$ cat config.mk
export PLATFORM = sky130hd
export DESIGN_NAME = overwriting_ring_buffer_top
export DESIGN_NICKNAME = d
export VERILOG_FILES = /design/src/rtl/orb_pkg.sv /design/src/rtl/orb_ram.sv /design/src/rtl/orb_ctrl.sv /design/src/rtl/overwriting_ring_buffer_top.sv
export SDC_FILE = /design/constraint.sdc
export NUM_CORES = 1
export LEC_CHECK = 0
export BUFFER_PORTS_ARGS = -buffer_cell sky130_fd_sc_hd__buf_4
export CORE_ASPECT_RATIO = 0.8
export CORE_MARGIN = 4
export CORE_UTILIZATION = 55
export DETAILED_ROUTE_END_ITERATION = 6
export PLACE_DENSITY = 0.74
export SLEW_MARGIN = 10
export SYNTH_ARGS = -nofsm -noshare
export SYNTH_HDL_FRONTEND = slang
export SYNTH_HIERARCHICAL = 1
export SYNTH_SLANG_ARGS = --single-unit
$ cat constraint.sdc
create_clock -name aclk -period 6.2 [get_ports aclk]
set_input_delay 0 -clock aclk [delete_from_list [all_inputs] [get_ports aclk]]
set_output_delay 0 -clock aclk [all_outputs]
set_load 0.02 [all_outputs]
$ cat src/rtl/orb_pkg.sv
`default_nettype none
// ----------------------------------------------------------------------------
// orb_pkg
// Shared constants, types and helpers for the overwriting ring buffer.
// ----------------------------------------------------------------------------
package orb_pkg;

    localparam int DEPTH       = 16;
    localparam int MAX_RESULTS = 16;
    localparam int CAP_LIM     = (DEPTH < MAX_RESULTS) ? DEPTH : MAX_RESULTS;
    localparam int DATA_W      = 32;
    localparam int CNT_W       = 5;
    localparam int ACT_W       = 2;
    localparam int ADDR_W      = $clog2(DEPTH);
    localparam int WIDE_W      = ((ADDR_W > CNT_W) ? ADDR_W : CNT_W) + 2;

    typedef logic [DATA_W-1:0] data_t;
    typedef logic [CNT_W-1:0]  cnt_t;
    typedef logic [ADDR_W-1:0] addr_t;
    typedef logic [WIDE_W-1:0] wide_t;

    typedef enum logic [ACT_W-1:0] {
        ACT_PUSH  = 2'd0,
        ACT_POP   = 2'd1,
        ACT_DUMP  = 2'd2,
        ACT_CLEAR = 2'd3
    } action_t;

    typedef enum logic [1:0] {
        ST_IDLE,
        ST_POP,
        ST_DUMP
    } state_t;

    typedef struct packed {
        logic load;
        logic from_ram;
        logic status;
        logic last;
        cnt_t count;
    } res_t;

    function automatic cnt_t eff_cap(input cnt_t c);
        cnt_t r;
        r = c;
        if (c == cnt_t'(0)) begin
            r = cnt_t'(1);
        end else if (c > cnt_t'(CAP_LIM)) begin
            r = cnt_t'(CAP_LIM);
        end
        return r;
    endfunction

endpackage
`default_nettype wire

$ cat src/rtl/orb_ram.sv
`default_nettype none
// ----------------------------------------------------------------------------
// orb_ram
// Simple dual-port synchronous RAM, one write and one registered read port.
// ----------------------------------------------------------------------------
module orb_ram #(
    parameter int WIDTH = 32,
    parameter int DEPTH = 16
) (
    input  wire logic                     aclk,
    input  wire logic                     wr_en,
    input  wire logic [$clog2(DEPTH)-1:0] wr_addr,
    input  wire logic [WIDTH-1:0]         wr_data,
    input  wire logic                     rd_en,
    input  wire logic [$clog2(DEPTH)-1:0] rd_addr,
    output logic      [WIDTH-1:0]         rd_data
);

    logic [WIDTH-1:0] mem [DEPTH];

    always_ff @(posedge aclk) begin
        if (wr_en) begin
            mem[wr_addr] <= wr_data;
        end
        if (rd_en) begin
            rd_data <= mem[rd_addr];
        end
    end

endmodule
`default_nettype wire

$ cat src/rtl/orb_ctrl.sv
`default_nettype none
// ----------------------------------------------------------------------------
// orb_ctrl
// Sequencer: pointers, count and RAM accesses for push, pop, dump and clear.
// ----------------------------------------------------------------------------
module orb_ctrl (
    input  wire logic          aclk,
    input  wire logic          aresetn,
    input  wire logic          s_valid,
    output logic               s_ready,
    input  wire logic [1:0]    s_action,
    input  wire orb_pkg::data_t s_value_in,
    input  wire logic          cfg_wr_en,
    input  wire orb_pkg::cnt_t cap,
    input  wire logic          out_free,
    output logic               ram_wr_en,
    output orb_pkg::addr_t     ram_wr_addr,
    output orb_pkg::data_t     ram_wr_data,
    output logic               ram_rd_en,
    output orb_pkg::addr_t     ram_rd_addr,
    output orb_pkg::res_t      res
);
    import orb_pkg::*;

    state_t  state_reg, state_next;
    addr_t   newest_reg, newest_next;
    cnt_t    count_reg, count_next;
    cnt_t    remain_reg, remain_next;
    addr_t   pos_reg, pos_next;
    logic    accept;
    action_t act;
    addr_t   oldest;
    addr_t   after_newest;

    function automatic addr_t wrap_inc(input addr_t p, input cnt_t c);
        wide_t n;
        n = wide_t'(p) + wide_t'(1);
        return (n == wide_t'(c)) ? '0 : addr_t'(n);
    endfunction

    function automatic addr_t oldest_of(input addr_t nw, input cnt_t c, input cnt_t n);
        wide_t t;
        t = wide_t'(nw) + wide_t'(c) - wide_t'(n) + wide_t'(1);
        if (t >= wide_t'(c)) begin
            t = t - wide_t'(c);
        end
        return addr_t'(t);
    endfunction

    assign s_ready      = (state_reg == ST_IDLE) && out_free;
    assign accept       = s_valid && s_ready;
    assign act          = action_t'(s_action);
    assign oldest       = oldest_of(newest_reg, cap, count_reg);
    assign after_newest = (count_reg == '0) ? '0 : wrap_inc(newest_reg, cap);

    always_comb begin
        state_next = state_reg;
        case (state_reg)
            ST_IDLE: begin
                if (accept && count_reg != '0) begin
                    if (act == ACT_POP) begin
                        state_next = ST_POP;
                    end else if (act == ACT_DUMP) begin
                        state_next = ST_DUMP;
                    end
                end
            end
            ST_POP: begin
                if (out_free) begin
                    state_next = ST_IDLE;
                end
            end
            ST_DUMP: begin
                if (out_free && remain_reg == cnt_t'(1)) begin
                    state_next = ST_IDLE;
                end
            end
            default: begin
                state_next = ST_IDLE;
            end
        endcase
    end

    always_comb begin
        newest_next  = newest_reg;
        count_next   = count_reg;
        remain_next  = remain_reg;
        pos_next     = pos_reg;
        ram_wr_en    = 1'b0;
        ram_wr_addr  = after_newest;
        ram_wr_data  = s_value_in;
        ram_rd_en    = 1'b0;
        ram_rd_addr  = oldest;
        res.load     = 1'b0;
        res.from_ram = 1'b0;
        res.status   = 1'b0;
        res.last     = 1'b1;
        case (state_reg)
            ST_IDLE: begin
                if (accept) begin
                    case (act)
                        ACT_PUSH: begin
                            ram_wr_en   = 1'b1;
                            newest_next = after_newest;
                            if (count_reg < cap) begin
                                count_next = count_reg + cnt_t'(1);
                            end
                            res.load = 1'b1;
                        end
                        ACT_POP: begin
                            if (count_reg == '0) begin
                                res.load   = 1'b1;
                                res.status = 1'b1;
                            end else begin
                                ram_rd_en  = 1'b1;
                                count_next = count_reg - cnt_t'(1);
                            end
                        end
                        ACT_DUMP: begin
                            if (count_reg != '0) begin
                                ram_rd_en   = 1'b1;
                                pos_next    = wrap_inc(oldest, cap);
                                remain_next = count_reg;
                            end
                        end
                        ACT_CLEAR: begin
                            newest_next = '1;
                            count_next  = '0;
                            res.load    = 1'b1;
                        end
                        default: begin
                            res.load = 1'b0;
                        end
                    endcase
                end
            end
            ST_POP: begin
                res.load     = out_free;
                res.from_ram = 1'b1;
            end
            ST_DUMP: begin
                res.from_ram = 1'b1;
                res.last     = (remain_reg == cnt_t'(1));
                if (out_free) begin
                    res.load    = 1'b1;
                    remain_next = remain_reg - cnt_t'(1);
                    if (remain_reg != cnt_t'(1)) begin
                        ram_rd_en   = 1'b1;
                        ram_rd_addr = pos_reg;
                        pos_next    = wrap_inc(pos_reg, cap);
                    end
                end
            end
            default: begin
                res.load = 1'b0;
            end
        endcase
        if (cfg_wr_en) begin
            newest_next = '1;
            count_next  = '0;
        end
        res.count = count_next;
    end

    always_ff @(posedge aclk) begin
        if (!aresetn) begin
            state_reg  <= ST_IDLE;
            newest_reg <= '1;
            count_reg  <= '0;
            remain_reg <= '0;
        end else begin
            state_reg  <= state_next;
            newest_reg <= newest_next;
            count_reg  <= count_next;
            remain_reg <= remain_next;
        end
    end

    always_ff @(posedge aclk) begin
        pos_reg <= pos_next;
    end

endmodule
`default_nettype wire

$ cat src/rtl/overwriting_ring_buffer_top.sv
`default_nettype none
// ----------------------------------------------------------------------------
// overwriting_ring_buffer_top
// Ring buffer of signed words with a settable capacity; a push into a full buffer
// overwrites the oldest entry.
//
// Input channel s_*: one transaction carries an action (push, pop, dump,
// clear) and the word to push. Result channel m_*: each transaction carries
// the popped or dumped word, the error status, the last flag, and the count,
// empty and full flags as they stand after the action.
// Push, clear and a pop on an empty buffer: one result, loaded into the
// output register at the accepting edge.
// Pop: one result, read into the RAM data register, then the output register.
// Dump: one result per stored entry, one per cycle while the output does
// not stall; an empty buffer gives no result.
// A new transaction is taken when the sequencer is idle and the output
// register is empty or being drained: one item per cycle for push and clear,
// and none while a pop or dump waits to load its last result.
// A stall on m_ready holds the output register and the sequencer.
// Reset (synchronous, aresetn low) empties the buffer and sets capacity to
// its maximum; a write on cfg_wr_en sets capacity and empties the buffer.
// ----------------------------------------------------------------------------
module overwriting_ring_buffer_top (
    input  wire logic                        aclk,
    input  wire logic                        aresetn,
    input  wire logic                        s_valid,
    output logic                             s_ready,
    input  wire logic [1:0]                  s_action,
    input  wire logic signed [31:0]          s_value_in,
    output logic                             m_valid,
    input  wire logic                        m_ready,
    output logic signed [31:0]               m_value_out,
    output logic                             m_status,
    output logic                             m_last,
    output logic [4:0]                       m_count,
    output logic                             m_is_empty,
    output logic                             m_is_full,
    input  wire logic                        cfg_wr_en,
    input  wire logic [4:0]                  cfg_wr_data
);
    import orb_pkg::*;

    cnt_t  capacity_reg;
    cnt_t  cap;
    logic  out_free;
    logic  ram_wr_en;
    addr_t ram_wr_addr;
    data_t ram_wr_data;
    logic  ram_rd_en;
    addr_t ram_rd_addr;
    data_t ram_rd_data;
    res_t  res;

    logic  m_valid_reg;
    data_t m_value_reg;
    logic  m_status_reg;
    logic  m_last_reg;
    cnt_t  m_count_reg;

    assign cap      = eff_cap(capacity_reg);
    assign out_free = !m_valid_reg || m_ready;

    orb_ctrl u_ctrl (
        .aclk        (aclk),
        .aresetn     (aresetn),
        .s_valid     (s_valid),
        .s_ready     (s_ready),
        .s_action    (s_action),
        .s_value_in  (data_t'(s_value_in)),
        .cfg_wr_en   (cfg_wr_en),
        .cap         (cap),
        .out_free    (out_free),
        .ram_wr_en   (ram_wr_en),
        .ram_wr_addr (ram_wr_addr),
        .ram_wr_data (ram_wr_data),
        .ram_rd_en   (ram_rd_en),
        .ram_rd_addr (ram_rd_addr),
        .res         (res)
    );

    orb_ram #(
        .WIDTH (DATA_W),
        .DEPTH (DEPTH)
    ) u_ram (
        .aclk    (aclk),
        .wr_en   (ram_wr_en),
        .wr_addr (ram_wr_addr),
        .wr_data (ram_wr_data),
        .rd_en   (ram_rd_en),
        .rd_addr (ram_rd_addr),
        .rd_data (ram_rd_data)
    );

    always_ff @(posedge aclk) begin
        if (!aresetn) begin
            capacity_reg <= cnt_t'(16);
            m_valid_reg  <= 1'b0;
        end else begin
            if (cfg_wr_en) begin
                capacity_reg <= cfg_wr_data;
            end
            if (res.load) begin
                m_valid_reg <= 1'b1;
            end else if (m_ready) begin
                m_valid_reg <= 1'b0;
            end
        end
    end

    always_ff @(posedge aclk) begin
        if (res.load) begin
            m_value_reg  <= res.from_ram ? ram_rd_data : '0;
            m_status_reg <= res.status;
            m_last_reg   <= res.last;
            m_count_reg  <= res.count;
        end
    end

    assign m_valid     = m_valid_reg;
    assign m_value_out = signed'(m_value_reg);
    assign m_status    = m_status_reg;
    assign m_last      = m_last_reg;
    assign m_count     = m_count_reg;
    assign m_is_empty  = (m_count_reg == '0);
    assign m_is_full   = (m_count_reg == cap);

`ifndef SYNTHESIS
    a_stall_blocks_input: assert property (@(posedge aclk) disable iff (!aresetn)
        (m_valid_reg && !m_ready) |-> !s_ready)
        else $error("input taken while result stalled");

    a_count_bounded: assert property (@(posedge aclk) disable iff (!aresetn)
        m_valid_reg |-> (m_count_reg <= cap))
        else $error("count above capacity");

    a_error_on_empty: assert property (@(posedge aclk) disable iff (!aresetn)
        (m_valid_reg && m_status_reg) |-> (m_count_reg == '0 && m_value_reg == '0))
        else $error("pop error with stored entries");
`endif

endmodule
`default_nettype wire

# Yosys cells after proc, flatten, opt, wreduce, memory -nomap -nowiden
# Memories as Yosys holds them, arrays and structs flattened. A register that Yosys moved wholly into a read port is not among the register bits.
# Index checks and enable logic that the tools add are counted.
[totals]
mem_count = 1
elab_cells = 123
output_inout_bits = 43
ram_bits = 512
reg_bits = 65
in_bits = 44
[op_classes]
n_addsub = 10
reduce_logical = 23
bitwise_logic = 1
eq_ne = 20
muxes = 54
n_lt_le_gt_ge = 3
[memory_table]
columns = ["name", "depth", "width", "rd", "rd_clocked_by_memory_dff", "write_ports", "line_no", "rtl"]
rows = [
  ["u_ram.mem", 16, 32, 1, 1, 1, "orb_ram.sv:19", "logic [WIDTH-1:0] mem [DEPTH];"],
]
[ops]
columns = ["op", "n"]
rows = [
  ["5-bit 2-to-1 mux", 11],
  ["4-bit 2-to-1 mux", 13],
  ["5-bit == test", 4],
  ["1-bit 2-to-1 mux", 16],
  ["4-bit one-hot mux with 2 select lines", 2],
  ["4-bit by 1-bit adder with 5-bit output (second input constant)", 3],
  ["5-bit logical NOT", 3],
  ["5-bit one-hot mux with 3 select lines", 1],
  ["2-bit 2-to-1 mux", 5],
  ["2-bit by 1-bit != test with 1-bit output (second input constant)", 5],
  ["5-bit one-hot mux with 2 select lines", 1],
  ["5-bit by 1-bit subtractor with 5-bit output (second input constant)", 2],
  ["7-bit by 1-bit adder with 7-bit output (second input constant)", 1],
  ["7-bit by 5-bit >= comparator with 1-bit output", 1],
  ["7-bit by 5-bit subtractor with 7-bit output", 1],
  ["4-bit by 5-bit adder with 6-bit output", 1],
  ["2-bit == test (second input constant)", 3],
  ["2-bit != test (second input constant)", 3],
  ["1-bit one-hot mux with 2 select lines", 3],
  ["2-bit one-hot mux with 3 select lines", 1],
  ["3-bit AND reduction", 2],
  ["6-bit AND reduction", 1],
  ["2-bit nonzero test", 3],
  ["2-bit OR reduction", 3],
  ["17 further kinds", 22],
]

# Logic depth before layout (Yosys ltp)
[depth]
depth_word = 15
ltp_mapped = 21
depth_no_buf = 21

# Hierarchy
# Netlist, hierarchy kept.
[modules_own_cells]
columns = ["module", "instances", "cells_per_inst", "area_each_um2", "seq_area_each_um2"]
rows = [
  ["orb_ram", 1, 838, 20155.6, 16335.7],
  ["orb_ctrl", 1, 361, 2786.4, 440.4],
  ["overwriting_ring_buffer_top", 1, 117, 1765.4, 1291.2],
]

# Least setup slack after synthesis
# OpenSTA, ideal clock, no wires.
[synth_timing]
kind = "flip-flop to flip-flop"
start = "reg capacity_reg[4]"
end = "reg u_ram.rd_data[10] (read register of u_ram.mem) (data pin)"
required_time_ps = 5941
arrival_time_ps = 4871
path_stages_with_launch = 22
setup_slack_ps = 1070
setup_ps = 259
period_less_slack_ps = 5130
n_path_buf = 4
path_cell_list = "dfxtp_1 buf_4 nor2b_1 clkbuf_1 inv_1 fa_1 inv_1 ha_1 xnor2_1 inv_1 ha_1 a21oi_1 o21a_1 o21a_1 o21a_1 mux2i_1 mux2_2 buf_2 buf_2 mux4_2 a22oi_1 nand2_1"
[synth_via]
elab_chain_cells = 11
word_cells_on_any_way = 13
cone_classes = "add/sub (4); order compare (2); mux (6); reduce/logical (1)"
[synth_rtl]
columns = ["element", "line_no", "rtl"]
rows = [
  ["start: declaration", "overwriting_ring_buffer_top.sv:43", "cnt_t capacity_reg;"],
  ["start signal: assignment", "overwriting_ring_buffer_top.sv:96", "capacity_reg <= cnt_t'(16);"],
  ["start signal: assignment", "overwriting_ring_buffer_top.sv:100", "capacity_reg <= cfg_wr_data;"],
  ["5-bit > comparator", "orb_pkg.sv:48", "end else if (c > cnt_t'(CAP_LIM)) begin"],
  ["5-bit 2-to-1 mux", "orb_pkg.sv:48", ""],
  ["5-bit 2-to-1 mux *", "orb_pkg.sv:46", "if (c == cnt_t'(0)) begin"],
  ["via cap[2]", "overwriting_ring_buffer_top.sv:44", "cnt_t cap;"],
  ["4-bit by 5-bit adder with 6-bit output", "orb_ctrl.sv:43", "t = wide_t'(nw) + wide_t'(c) - wide_t'(n) + wide_t'(1);"],
  ["7-bit by 5-bit subtractor with 7-bit output", "orb_ctrl.sv:43", ""],
  ["7-bit by 1-bit adder with 7-bit output", "orb_ctrl.sv:43", ""],
  ["7-bit by 5-bit >= comparator with 1-bit output *", "orb_ctrl.sv:44", "if (t >= wide_t'(c)) begin"],
  ["4-bit 2-to-1 mux *", "orb_ctrl.sv:44", ""],
  ["4-bit 2-to-1 mux", "orb_ctrl.sv:147", "if (remain_reg != cnt_t'(1)) begin"],
  ["4-bit 2-to-1 mux", "orb_ctrl.sv:144", "if (out_free) begin"],
  ["4-bit 2-to-1 mux *", "orb_ctrl.sv:98", "case (state_reg)"],
  ["via ram_rd_addr[0]", "overwriting_ring_buffer_top.sv:50", "addr_t ram_rd_addr;"],
  ["end: declaration", "orb_ram.sv:16", "output logic [WIDTH-1:0] rd_data"],
]
# The timed path passes the listed nets; every way through them passes the cells marked *.
# A chain may end at the register's enable or synchronous reset.

# Worst setup path in the final report
[layout_timing]
start = "reg capacity_reg[4]"
end = "reg u_ram.rd_data[15] (read register of u_ram.mem) (data pin)"
# Same word-level chain as after synthesis.

==> metrics <==
CP Buf/Inv Count 4; Layout Skew 0.0176 ns; Residual DRC 0; nets@finish 1545; 1st-iter DRT viols 1501; via count 12881; clock sink total 609; Die Area 48400 µm²; Post-synth ARST share 0%; remaining global-route overflow 0; max FFs per register 512; crit-path leading delay family multiplexers; ANT nets after route 0; PortBufs 86; register area share after synthesis 73.1%; critical path launch point type flip-flop; Largest Register u_ram/mem; average wire per standard cell 25.9 µm; Max clock buf depth 3; M1 GR Usage 33.6%; Final setup viols 0; vias in the first global route 13036; post-synthesis register bit count 609; Die Ht 198 µm; CP max stage cell mux2_4; gp weighted congestion 0.913; post-DP HPWL 29400 µm; met3 usage 4.55%; multi-input logic area 6200 µm²; Max Slew Vio Count 0; Initial Util 55.7%; Max-cap violations 0; Max-slew headroom 36.3%; RSZ-0062 raised after global routing no; number of synthesized flops with an enable pin 587; Crit. path cell count 18; hold_ws 0.229 ns; area grow syn2layout 14.9%; HP Class primary input to flip-flop; Skew-Pair Late Insertion Delay 0.62 ns; Yosys warnings 6; critical path endpoint category flip-flop; pin slew with the least headroom to its limit 0.953 ns; CP Cell Sequence nor2b_1, inv_1, fa_1, inv_1, ha_1, xnor2_1, inv_1, ha_1, a21oi_1, o21a_1, o21a_1, o21a_1, mux2_2, mux2_4, buf_4, mux4_2, a22oi_1, nand2_1; Worst R2R Path Depth 18; Max FO, Critical Path 49; num rows 69; Max IR drop VDD 0.393 mV; outcome completed; Num CTS Buffers 57; hold path cells 2; die width 245 µm; setup TNS 0 ns; antenna violations before repair 1; Achievable Freq 171 MHz; Setup Buffers After CTS 0; GRT Max-Usage Layer met2; crit path DAT 6.19 ns; worst endpoint required time 6.56 ns; CP peak stage delay 0.68 ns; Syn Nets 1398; Synth Flop Type edfxtp_1; final worst-path cycle share 94.1%; first-pass detailed-route iteration total 5; H-tree depth 2; Final Hold Fails 0; Power Density 385 nW/µm²; P_leak 9.31 nW; largest net degree at the start of global routing 56; I/O pins 87; fillers 2987; first-pass GRT wire length 81700 µm; minimum clock period 5.83 ns; Total GRT Usage 22.7%; Post-Synthesis Cells 1316; Synth cell types 68; Core Box Area 44400 µm²; Syn Area/Cell 18.8 µm²; TritonCTS clock tree built; critical path class flip-flop to flip-flop; FF+latch area 18100 µm²; drt via density 6.12; met2 Use GR 35.5%; total routed wirelength 54500 µm; clk slew on worst S/H paths 0.06 ns; fraction of layout cells with a size suffix above 1 24.1%; root buffer cell clkbuf_16; Synth Cell Area 24700 µm²
[worst paths after layout]
check,start,slack [ns],end
setup / recovery,capacity_reg[4]$_SDFFE_PN1P_,0.37,u_ram/rd_data[15]$_DFFE_PP_
setup reg to reg,capacity_reg[4]$_SDFFE_PN1P_,0.37,u_ram/rd_data[15]$_DFFE_PP_
hold / removal,s_value_in[2],0.23,u_ram/mem[6][2]$_DFFE_PP_
hold reg to reg,u_ctrl/state_reg[1]$_SDFFE_PN0P_,0.51,u_ctrl/state_reg[1]$_SDFFE_PN0P_
[report_power, final]
group	internal, W	switching, W	leakage, nW
Sequential	0.00477	0.0000580	5.49
Clock	0.00183	0.00143	0.834
Combinational	0.00123	0.00161	2.99
[stage by stage]
step | setup slack (ns) | total power, W | util [%] | std cells | cell area [µm²]
6_report | 0.366 | 0.0109 | 64.0 | 2105 | 28400
5_1_grt | 0.0572 | 0.0114 | 64.0 | 2104 | 28400
3_3_place_gp | 0.476 | 0.00765 | 58.8 | 1952 | 26100
2_1_floorplan | 1.07 | 0.00686 | - | 1316 | 24700
3_5_place_dp | 0.313 | 0.00769 | 58.8 | 1952 | 26100
4_1_cts | 0.264 | 0.0110 | 63.9 | 2103 | 28400
[cell families after synthesis]
logic type | share of synthesized area, %
AO/OA/AOI/OAI | 4.54
AND/OR/NAND/NOR | 4.41
multiplexers | 12.3
flip-flops | 73.1
adder cells (fa/ha/maj) | 2.11
XOR/XNOR | 0.922
buffers and inverters | 2.59
[placed cells by master, fill, tap and decap left out, types with 32 or more instances in the layout]
| cell | n |
|---|---|
| ha_1 | 32 |
| mux4_2 | 128 |
| clkbuf_16 | 58 |
| inv_1 | 38 |
| dlygate4sd3_1 | 54 |
| a22oi_1 | 67 |
| nand2_1 | 66 |
| edfxtp_1 | 587 |
| and2_1 | 38 |
| nor2_1 | 39 |
| buf_4 | 116 |
[routing by layer]
layer	share of wire (%)	up-vias	wire, µm
met4	1.9	0	1050
li1	-	5539	-
met1	42	6635	22700
met2	48	626	25900
met5	0	-	0
met3	8.9	81	4850
[layout make-up]
class / count / area share, %
Tap cell: 603 / 2.66
Antenna cell: 1 / 0.00881
Timing Repair Buffer: 174 / 5.25
Clock inverter: 23 / 0.758
Clock buffer: 74 / 5.32
Sequential cell: 609 / 63.6
Multi-Input combinational cell: 582 / 21.8
Inverter: 39 / 0.516
[synthesized netlist by cell type, types with 7 or more instances]
cell type | count | area [µm²]
buf_4 | 42 | 315
buf_2 | 8 | 40.0
clkbuf_1 | 25 | 93.8
a21oi_1 | 18 | 90.1
dfxtp_1 | 22 | 440
o21a_1 | 7 | 52.6
mux2i_1 | 10 | 100
nor3_1 | 12 | 60.1
xor2_1 | 7 | 61.3
buf_1 | 12 | 45.0
a22oi_1 | 67 | 503
ha_1 | 32 | 400
nor2b_1 | 12 | 75.1
xnor2_1 | 19 | 166
o21ai_0 | 15 | 75.1
and2_1 | 39 | 244
o22ai_1 | 7 | 43.8
nor2_1 | 53 | 199
edfxtp_1 | 587 | 17600
mux4_2 | 128 | 2880
nand2_1 | 66 | 248
inv_1 | 38 | 143
[repair_timing]
action                                 4_1_cts  5_1_grt
gates resized for setup                      0        3
setup endpoints to repair                    0       28
endpoints found under the hold margin      540        0
hold buffers                                54        0
No activity file was read; power rests on OpenSTA's default activity.
